===== src/rtl/sidu_pkg.sv =====
// Shared types for the signed integer divider unit.
package sidu_pkg;

	// Status flags that travel with a quotient.
	typedef struct packed {
		logic div_by_zero;
		logic overflow;
	} sidu_flags_t;

endpackage


===== src/rtl/signed_integer_divider_unit.sv =====
// One request at a time: req_stall is high from accept until the result moves to the output
//   register; a zero divisor skips the shift loop and goes straight to the fix state.
// The restoring shift loop settles one quotient bit per cycle through a single subtractor;
//   the fix state then applies the sign and saturation and waits for a free output register.
// The next request is taken while a finished response still waits in the output register.
// Reset (arst_n low, asynchronous): controller goes idle, no response valid.
module signed_integer_divider_unit
	import sidu_pkg::*;
#(
	parameter int DATA_WIDTH = 32
) (
	input  logic                         clk,
	input  logic                         arst_n,
	// request channel
	input  logic                         req_valid,
	output logic                         req_stall,
	input  logic signed [DATA_WIDTH-1:0] dividend,
	input  logic signed [DATA_WIDTH-1:0] divisor,
	// response channel
	output logic                         rsp_valid,
	input  logic                         rsp_stall,
	output logic signed [DATA_WIDTH-1:0] quotient,
	output logic                         div_by_zero,
	output logic                         overflow
);

	localparam int CNT_W = $clog2(DATA_WIDTH);

	typedef enum logic [1:0] {
		ST_IDLE,
		ST_DIV,
		ST_FIX
	} state_t;

	state_t                  state_q;
	logic [CNT_W-1:0]        cnt_q;     // remaining quotient bits minus one
	logic [DATA_WIDTH-1:0]   rem_q;     // partial remainder, below |divisor| throughout the shift loop
	logic [DATA_WIDTH-1:0]   quo_q;     // dividend bits shift out, quotient bits shift in
	logic [DATA_WIDTH-1:0]   dsr_q;     // |divisor|
	logic                    neg_q;     // final result gets negated
	logic                    dbz_q;
	logic                    rsp_valid_q;
	logic [DATA_WIDTH-1:0]   quotient_q;
	sidu_flags_t             flags_q;

	logic                    req_accept;
	logic                    rsp_free;
	logic [DATA_WIDTH-1:0]   mag_a;
	logic [DATA_WIDTH-1:0]   mag_b;
	logic                    a_neg;
	logic                    b_neg;
	logic                    a_zero;
	logic                    b_zero;
	logic [DATA_WIDTH:0]     trial;
	logic [DATA_WIDTH-1:0]   fix_res;
	logic                    fix_ovf;

	assign req_stall  = (state_q != ST_IDLE);
	assign req_accept = req_valid && !req_stall;
	// output register can take a new response this cycle
	assign rsp_free   = !rsp_valid_q || !rsp_stall;

	// operand magnitudes; the most negative value maps to 2^(W-1), which fits unsigned
	always_comb begin
		a_neg  = dividend[DATA_WIDTH-1];
		b_neg  = divisor[DATA_WIDTH-1];
		a_zero = (dividend == '0);
		b_zero = (divisor == '0);
		mag_a  = a_neg ? (~dividend + 1'b1) : dividend;
		mag_b  = b_neg ? (~divisor + 1'b1) : divisor;
	end

	// one restoring step: bring down the next dividend bit and try the subtract
	assign trial = {rem_q, quo_q[DATA_WIDTH-1]} - {1'b0, dsr_q};

	// sign fix and saturation: only a positive quotient of 2^(W-1) overflows
	always_comb begin
		fix_ovf = !neg_q && !dbz_q && quo_q[DATA_WIDTH-1];
		if (fix_ovf) begin
			fix_res = {1'b0, {(DATA_WIDTH-1){1'b1}}};
		end else if (neg_q) begin
			fix_res = ~quo_q + 1'b1;
		end else begin
			fix_res = quo_q;
		end
	end

	always_ff @(posedge clk or negedge arst_n) begin
		if (!arst_n) begin
			state_q     <= ST_IDLE;
			cnt_q       <= '0;
			rsp_valid_q <= 1'b0;
		end else begin
			// load a finished result, else drop the one just taken
			if (state_q == ST_FIX && rsp_free) begin
				rsp_valid_q <= 1'b1;
			end else if (!rsp_stall) begin
				rsp_valid_q <= 1'b0;
			end
			case (state_q)
				ST_IDLE: begin
					if (req_accept) begin
						cnt_q   <= CNT_W'(DATA_WIDTH - 1);
						// a zero divisor needs no loop: the result is -|dividend|
						state_q <= b_zero ? ST_FIX : ST_DIV;
					end
				end
				ST_DIV: begin
					cnt_q <= cnt_q - 1'b1;
					if (cnt_q == '0) begin
						state_q <= ST_FIX;
					end
				end
				ST_FIX: begin
					if (rsp_free) begin
						state_q <= ST_IDLE;
					end
				end
				default: begin
					state_q <= ST_IDLE;
				end
			endcase
		end
	end

	// datapath registers, no reset needed
	always_ff @(posedge clk) begin
		if (req_accept) begin
			rem_q <= '0;
			quo_q <= mag_a;
			dsr_q <= mag_b;
			dbz_q <= b_zero;
			neg_q <= b_zero || a_zero || (a_neg != b_neg);
		end else if (state_q == ST_DIV) begin
			if (!trial[DATA_WIDTH]) begin
				rem_q <= trial[DATA_WIDTH-1:0];
				quo_q <= {quo_q[DATA_WIDTH-2:0], 1'b1};
			end else begin
				rem_q <= {rem_q[DATA_WIDTH-2:0], quo_q[DATA_WIDTH-1]};
				quo_q <= {quo_q[DATA_WIDTH-2:0], 1'b0};
			end
		end
		if (state_q == ST_FIX && rsp_free) begin
			quotient_q          <= fix_res;
			flags_q.div_by_zero <= dbz_q;
			flags_q.overflow    <= fix_ovf;
		end
	end

	assign rsp_valid   = rsp_valid_q;
	assign quotient    = quotient_q;
	assign div_by_zero = flags_q.div_by_zero;
	assign overflow    = flags_q.overflow;

	// a nonzero divisor always runs the shift loop
	assert property (@(posedge clk) disable iff (!arst_n)
		req_accept && !b_zero |=> state_q == ST_DIV)
		else $error("nonzero divisor did not enter the shift loop");

	// the loop leaves after its last bit
	assert property (@(posedge clk) disable iff (!arst_n)
		state_q == ST_DIV && cnt_q == '0 |=> state_q == ST_FIX)
		else $error("shift loop did not end on its last bit");

	// the two flags exclude each other
	assert property (@(posedge clk) disable iff (!arst_n)
		rsp_valid_q |-> !(flags_q.div_by_zero && flags_q.overflow))
		else $error("divide by zero and overflow both set");

	// overflow always comes with the saturated positive maximum
	assert property (@(posedge clk) disable iff (!arst_n)
		rsp_valid_q && flags_q.overflow |->
			quotient_q == {1'b0, {(DATA_WIDTH-1){1'b1}}})
		else $error("overflow without saturated quotient");

	// a response waiting under stall is not overwritten
	assert property (@(posedge clk) disable iff (!arst_n)
		rsp_valid_q && rsp_stall |=> rsp_valid_q && $stable(quotient_q))
		else $error("stalled response lost or changed");

endmodule


===== config.mk =====
export PLATFORM = sky130hd
export DESIGN_NAME = signed_integer_divider_unit
export DESIGN_NICKNAME = d
export VERILOG_FILES = /design/src/rtl/sidu_pkg.sv /design/src/rtl/signed_integer_divider_unit.sv
export SDC_FILE = /design/constraint.sdc
export NUM_CORES = 1
export LEC_CHECK = 0
export BUFFER_PORTS_ARGS = -buffer_cell sky130_fd_sc_hd__buf_2
export CORE_MARGIN = 2
export CORE_UTILIZATION = 40
export DETAILED_ROUTE_END_ITERATION = 12
export GPL_TIMING_DRIVEN = 0
export PLACE_DENSITY = 0.54
export SLEW_MARGIN = 20
export SYNTH_ARGS = -nofsm -noshare
export SYNTH_HDL_FRONTEND = slang
export SYNTH_SLANG_ARGS = --single-unit

===== constraint.sdc =====
create_clock -name clk -period 7.2 [get_ports clk]
set_input_delay 1.44 -clock clk [delete_from_list [all_inputs] [get_ports clk]]
set_output_delay 1.44 -clock clk [all_outputs]
set_load 0.05 [all_outputs]

# Yosys cells after proc, flatten, opt, wreduce, memory -nomap -nowiden
# Cells that the tools add are included.
[word_totals]
regBits = 140
elab_cells = 64
output_inout_bits = 36
inputBits = 68
[classes]
reduce_logical = 21
mux = 16
n_bitwise = 3
n_addsub = 5
n_eq_ne = 7
[op_table]
columns = ["operator", "count"]
rows = [
  ["32-bit two-way mux", 5],
  ["32-bit by 1-bit adder with 32-bit output (second input constant)", 3],
  ["32-bit NOT", 3],
  ["32-bit zero test", 2],
  ["33-bit by 32-bit subtractor with 33-bit output", 1],
  ["31-bit two-way mux", 1],
  ["5-bit one-hot mux with 2 select lines", 1],
  ["2-bit two-way mux", 4],
  ["2-bit != test (second input constant)", 3],
  ["2-bit one-hot mux with 3 select lines", 1],
  ["2-bit nonzero test", 3],
  ["1-bit zero test", 5],
  ["5-bit zero test", 1],
  ["5-bit two-way mux", 1],
  ["5-bit by 1-bit subtractor with 5-bit output (second input constant)", 1],
  ["1-bit logical AND", 4],
  ["1-bit logical OR", 3],
  ["1-bit two-way mux", 3],
  ["3-bit AND reduction", 1],
  ["2-bit by 1-bit equality test with 1-bit output (second input constant)", 1],
  ["2-bit equality test (second input constant)", 1],
  ["2-bit zero test", 1],
  ["2-bit by 1-bit != test with 1-bit output (second input constant)", 1],
  ["2-bit AND reduction", 1],
  ["1-bit != test", 1],
]

# Logic depth before layout (Yosys ltp)
[logic_depth]
depth_word = 5
ltp_mapped = 14

# Least setup slack after synthesis
# OpenSTA, ideal clock, no wires.
[synth_timing]
path_kind = "input -> register"
from = "in req_valid"
to = "reg rem_q[27]"
arrival_ns = 3.970
required_time_ns = 7.109
setup_time_ns = 0.091
n_path_buf = 1
path_slack_ns = 3.139
path_stages = 6
path_cell_list = "nand2_1 > clkinv_1 > nor2_1 > clkbuf_1 > inv_1 > o221ai_1"
[synth_between]
elab_chain_len = 1
[synth_rtl]
columns = ["element", "line_no", "source"]
rows = [
  ["from (decl)", "signed_integer_divider_unit.sv:15", "input logic req_valid,"],
  ["1-bit logical AND", "signed_integer_divider_unit.sv:59", "assign req_accept = req_valid && !req_stall;"],
  ["via req_accept", "signed_integer_divider_unit.sv:46", "logic req_accept;"],
  ["to (signal assigned)", "signed_integer_divider_unit.sv:136", "rem_q <= trial[DATA_WIDTH-1:0];"],
  ["to (signal assigned)", "signed_integer_divider_unit.sv:139", "rem_q <= {rem_q[DATA_WIDTH-2:0], quo_q[DATA_WIDTH-1]};"],
  ["to (decl)", "signed_integer_divider_unit.sv:37", "logic [DATA_WIDTH-1:0] rem_q;"],
]
# The timed path passes the listed nets, and every way through them passes these cells.
# A chain may end at the register's enable or synchronous reset.

# Worst setup path in the final report
[layout_timing]
from = "reg quo_q[31]"
to = "reg rem_q[29]"
[layout_between]
elab_chain_len = 2
[layout_rtl]
columns = ["element", "line_no", "source"]
rows = [
  ["from (decl)", "signed_integer_divider_unit.sv:38", "logic [DATA_WIDTH-1:0] quo_q;"],
  ["from (signal assigned)", "signed_integer_divider_unit.sv:130", "quo_q <= mag_a;"],
  ["from (signal assigned)", "signed_integer_divider_unit.sv:137", "quo_q <= {quo_q[DATA_WIDTH-2:0], 1'b1};"],
  ["from (signal assigned)", "signed_integer_divider_unit.sv:140", "quo_q <= {quo_q[DATA_WIDTH-2:0], 1'b0};"],
  ["33-bit by 32-bit subtractor with 33-bit output", "signed_integer_divider_unit.sv:74", "assign trial = {rem_q, quo_q[DATA_WIDTH-1]} - {1'b0, dsr_q};"],
  ["32-bit two-way mux", "signed_integer_divider_unit.sv:135", "if (!trial[DATA_WIDTH]) begin"],
]
# Every way passes these cells.

==> flow_summary.html <==
<table>
<tr><th>Metric</th><th>Value</th></tr>
<tr><th colspan="2">Run status</th></tr>
<tr><td>Result of the run</td><td>completed</td></tr>
<tr><th colspan="2">Yosys</th></tr>
<tr><td>Number of flops mapped to enable cells by yosys</td><td>100</td></tr>
<tr><td>Cell taking the most area after synthesis</td><td>edfxtp_1</td></tr>
<tr><td>Net count after synthesis</td><td>between 1000 and 1500</td></tr>
<tr><td>#FFs+latches synth</td><td>140</td></tr>
<tr><td>Proportion of synthesized flip-flops having asynchronous set or reset</td><td>0.0571</td></tr>
<tr><td>Syn. warnings</td><td>0</td></tr>
<tr><td>Post-synthesis sequential area ratio</td><td>0.428</td></tr>
<tr><td>Syn_area_per_cell</td><td>9.14 um^2</td></tr>
<tr><td>Top cells by area in the synthesized netlist</td><td>edfxtp_1 (33%), dfxtp_1 (7.1%), ha_1 (5.1%)</td></tr>
<tr><td>Dominant register cell in the synthesized netlist</td><td>edfxtp_1</td></tr>
<tr><td>Post-synth top area share</td><td>0.334</td></tr>
<tr><td>Count of distinct cell types in the synthesized netlist</td><td>69</td></tr>
<tr><td>Count of mapped cells out of synthesis</td><td>984</td></tr>
<tr><td>Synth Cell Area</td><td>0.00899 mm^2</td></tr>
<tr><th colspan="2">Critical path</th></tr>
<tr><td>Worst setup slack for register-to-register paths</td><td>around 3.3 ns</td></tr>
<tr><td>Arrival time of the worst setup path</td><td>4.24 ns</td></tr>
<tr><td>Cell occurring most often along the worst timing path</td><td>clkbuf_1</td></tr>
<tr><td>Category of the critical setup timing path</td><td>flip-flop to flip-flop</td></tr>
<tr><td>Worst Path Required</td><td>7.54 ns</td></tr>
<tr><td>Reg2Reg Launch Point</td><td>quo_q[31]</td></tr>
<tr><td>Cells on worst reg2reg path</td><td>14</td></tr>
<tr><td>CP max stage delay</td><td>0.53 ns</td></tr>
<tr><td>Critical-path maximum fanout</td><td>10</td></tr>
<tr><td>Reg2reg end</td><td>rem_q[29]</td></tr>
<tr><td>Kind of start point of the critical path</td><td>flip-flop</td></tr>
<tr><td>Critical path, cell by cell</td><td>inv_1 &gt; ha_1 &gt; fa_1 &gt; nor2b_1 &gt; o31a_1 &gt; o21ai_1 &gt; a21boi_1 &gt; o211a_1 &gt; o2111a_1 &gt; or3_1 &gt; clkbuf_1 &gt; clkbuf_1 &gt; nand3_1 &gt; o211ai_1</td></tr>
<tr><td>Slowest library cell on the worst path</td><td>clkbuf_1</td></tr>
<tr><td>Endpoint class of the critical path</td><td>flip-flop</td></tr>
<tr><th colspan="2">Floorplan</th></tr>
<tr><td>Area of the core region</td><td>0.0220 mm^2</td></tr>
<tr><td>Die Span X</td><td>154 um</td></tr>
<tr><td>Initial core utilization</td><td>0.409</td></tr>
<tr><td>Row cnt</td><td>54</td></tr>
<tr><td>Die footprint</td><td>between 0.02 and 0.025 mm^2</td></tr>
<tr><td>Num ports</td><td>104</td></tr>
<tr><td>Die boundary height</td><td>154 um</td></tr>
<tr><th colspan="2">Clock network</th></tr>
<tr><td>Total number of H-tree levels</td><td>4</td></tr>
<tr><td>Total clock sinks</td><td>140</td></tr>
<tr><td>Number of buffers created by CTS</td><td>17</td></tr>
<tr><td>Clock-pin slew reported for the worst setup and hold paths after clock tree synthesis</td><td>0.06 ns</td></tr>
<tr><td>Clock root buffer</td><td>clkbuf_16</td></tr>
<tr><td>Cts hold-fix bufs</td><td>0</td></tr>
<tr><td>Number of instances resized during post-cts repair</td><td>0</td></tr>
<tr><td>Maximum root-to-sink buffer count</td><td>2</td></tr>
<tr><td>Post-CTS Repair Setup Buffers</td><td>0</td></tr>
<tr><td>Insertion delay to the later sink of the worst-skew pair</td><td>between 0.4 and 0.5 ns</td></tr>
<tr><td>CTS tree</td><td>done</td></tr>
<tr><th colspan="2">Final layout</th></tr>
<tr><td>Share of post-route cells with drive strength above 1</td><td>0.137</td></tr>
<tr><td>Area of the multi-input gates</td><td>about 0.0048 mm^2</td></tr>
<tr><td>Relative area change from synthesis to final layout</td><td>17.4%</td></tr>
<tr><td>Filler Cell Count</td><td>2145</td></tr>
<tr><td>Commonest cells after routing, fill and taps aside</td><td>nand2_1 (119), buf_2 (102), edfxtp_1 (100), nor2_1 (66), o21ai_0 (66)</td></tr>
<tr><td>Most common cell after layout, fill and taps aside</td><td>nand2_1</td></tr>
<tr><td>Number of nets in the layout</td><td>1213</td></tr>
<tr><td>Area taken by flip-flops and latches</td><td>slightly below 0.004 mm^2</td></tr>
<tr><td>Design Area, Final</td><td>roughly 0.011 mm^2</td></tr>
<tr><td>Number of antenna repair diodes</td><td>0</td></tr>
<tr><th colspan="2">STA</th></tr>
<tr><td>Final worst path period need</td><td>3.90 ns</td></tr>
<tr><td>RSZ-0062 raised after global routing</td><td>false</td></tr>
<tr><td>Number of failing hold endpoints at the final stage</td><td>0</td></tr>
<tr><td>Final Max Tran Viols</td><td>0</td></tr>
<tr><td>FMAX</td><td>257 MHz</td></tr>
<tr><td>Transition time at the pin with the least slew margin</td><td>0.719 ns</td></tr>
<tr><td>Final Setup Violations</td><td>0</td></tr>
<tr><td>Relative max-transition margin</td><td>0.520</td></tr>
<tr><td>Post-route clock skew</td><td>0.00857 ns</td></tr>
<tr><td>Hold Slack</td><td>0.484 ns</td></tr>
<tr><td>Portion of the clock cycle consumed by the worst path in the final layout</td><td>0.541</td></tr>
<tr><td>Summed negative setup slack over all endpoints</td><td>0 ns</td></tr>
<tr><th colspan="2">Worst hold path</th></tr>
<tr><td>End point of the most critical hold path</td><td>div_by_zero</td></tr>
<tr><td>Startpoint of the most critical hold path</td><td>dbz_q</td></tr>
<tr><td>Worst Hold Depth</td><td>0</td></tr>
<tr><td>Hold Crit Class</td><td>flip-flop to flip-flop</td></tr>
<tr><th colspan="2">Detailed routing</th></tr>
<tr><td>Violation count after the first detailed-routing iteration</td><td>around 450</td></tr>
<tr><td>Count of antenna-violating nets left after detailed routing</td><td>0</td></tr>
<tr><td>Avg Vias per Cell</td><td>5.56</td></tr>
<tr><td>Total vias in the final route</td><td>~8000</td></tr>
<tr><td># DRC</td><td>0</td></tr>
<tr><td>Total length of routed wires</td><td>25300 um</td></tr>
<tr><td>Routed length per instance</td><td>18.1 um</td></tr>
<tr><td>Detailed-router iteration count before antenna repair</td><td>5</td></tr>
<tr><th colspan="2">Power and ir drop</th></tr>
<tr><td>Total power divided by cell area</td><td>approximately 430 mW/mm^2</td></tr>
<tr><td>Max IR drop VDD</td><td>approximately 0.16 mV</td></tr>
<tr><td>Leakage power summed over all cells</td><td>between 0.004 and 0.005 uW</td></tr>
<tr><th colspan="2">GRT</th></tr>
<tr><td>Via count of the first global-routing pass</td><td>7556</td></tr>
<tr><td>First-pass GRT wire length</td><td>39800 um</td></tr>
<tr><td>Maximum number of pins on one net before global-route repair</td><td>42</td></tr>
<tr><td>Number of antenna violations at the first check in global routing</td><td>4</td></tr>
<tr><td>Grt ovf</td><td>0</td></tr>
<tr><td>Tot GR Track Use</td><td>0.216</td></tr>
<tr><th colspan="2">Place</th></tr>
<tr><td>Global placer's final weighted congestion</td><td>around 0.9</td></tr>
<tr><td>Post-detail-place hpwl</td><td>19200 um</td></tr>
<tr><td>Port Buffers</td><td>102</td></tr>
<tr><td>Post-DP Area</td><td>0.00991 mm^2</td></tr>
<tr><th colspan="2">Run</th></tr>
<tr><td>Number of maximum-capacitance violations</td><td>0</td></tr>
</table>
==> flip-flops by register name, summed over array words and instances, names as in the netlist <==
name,count
cnt_q,5
dbz_q,1
state_q,2
overflow,1
quotient,32
quo_q,32
rem_q,32
rsp_valid,1
dsr_q,32
div_by_zero,1
neg_q,1
==> metal layers <==
metal / vias to the layer above / track usage / wire, um
met5: - / 0 / 41
met1: 3634 / 0.270 / 11200
met2: 181 / 0.368 / 12100
met4: 6 / 0.0708 / 621
li1: 3922 / - / -
met3: 39 / 0.0533 / 1320
==> synthesized netlist by cell type, types with 4 or more instances <==
master    instances
nor3_1           38
a31oi_1          13
nor2_1           66
or4_1            15
dfrtp_1           8
edfxtp_1        100
a221o_1           6
clkbuf_1         41
ha_1             37
a211oi_1         10
o31ai_1          17
and3_1            8
nand3_1          15
mux2i_1           6
o211ai_1         31
o21a_1            5
xnor2_1          47
xor2_1           33
o21ai_0          66
nand2b_1         14
or3_1             9
nand2_1         119
nor2b_1           8
a21o_1           14
dfxtp_1          32
a21oi_1          61
inv_1            55
nand4_1          16
o22ai_1           4
nor4_1           11
o41ai_1          13
==> final cells by class <==
cell class,count,area share
well taps,280,0.0332
flip-flops and latches,140,0.364
multi-input cells,743,0.453
clock inverters,13,0.0202
clock buffers,18,0.0407
repair buffers,104,0.0529
inverters,57,0.0204
plain buffers,44,0.0157
==> stage by stage <==
stage	cells	util	setup slack [ns]	total power, uW
finish	1399	0.481	3.30	4530
global route	1399	0.481	2.92	4840
CTS	1399	0.481	3.31	4540
detailed placement	1368	0.451	2.89	3550
global placement	1366	0.449	1.41	3520
floorplan	984	-	3.14	2940
==> worst max-delay path, delay by kind of cell, from the launching register on <==
kind | cells | cell delay (ns)
AOI/OAI and AO/OA | 6 | 1.39
adders and majority gates | 2 | 0.61
buffers and inverters | 3 | 0.84
DFF | 1 | 0.40
and+or+nand+nor | 3 | 0.57
==> power breakdown <==
part           total (uW)  internal [uW]  leakage, uW  switching (uW)
Clock                 986            618     0.000316             369
Combinational        2040            711      0.00254            1330
Sequential           1500           1260      0.00130             232
==> kinds of logic (layout without fill, tap and decap cells) <==
kind of cell / Yosys count / in the layout / synth area share
muxes: 7 / 7 / 0.00793
DFF: 140 / 140 / 0.428
xor gates and xnor gates: 80 / 80 / 0.0779
adders and majority gates: 38 / 38 / 0.0537
and+or+nand+nor: 340 / 340 / 0.187
AOI/OAI and AO/OA: 278 / 278 / 0.204
buffers and inverters: 101 / 236 / 0.0422
==> how the worst max path moves through the flow <==
stage               cells after the start         to       from
floorplan                               6  rem_q[27]  req_valid
global placement                        7  rem_q[27]  req_valid
detailed placement                      7   quo_q[6]  req_valid
CTS                                    14  rem_q[29]  quo_q[31]
global route                           14  rem_q[22]  quo_q[31]
finish                                 14  rem_q[29]  quo_q[31]
No activity file was read; power rests on OpenSTA's default activity.
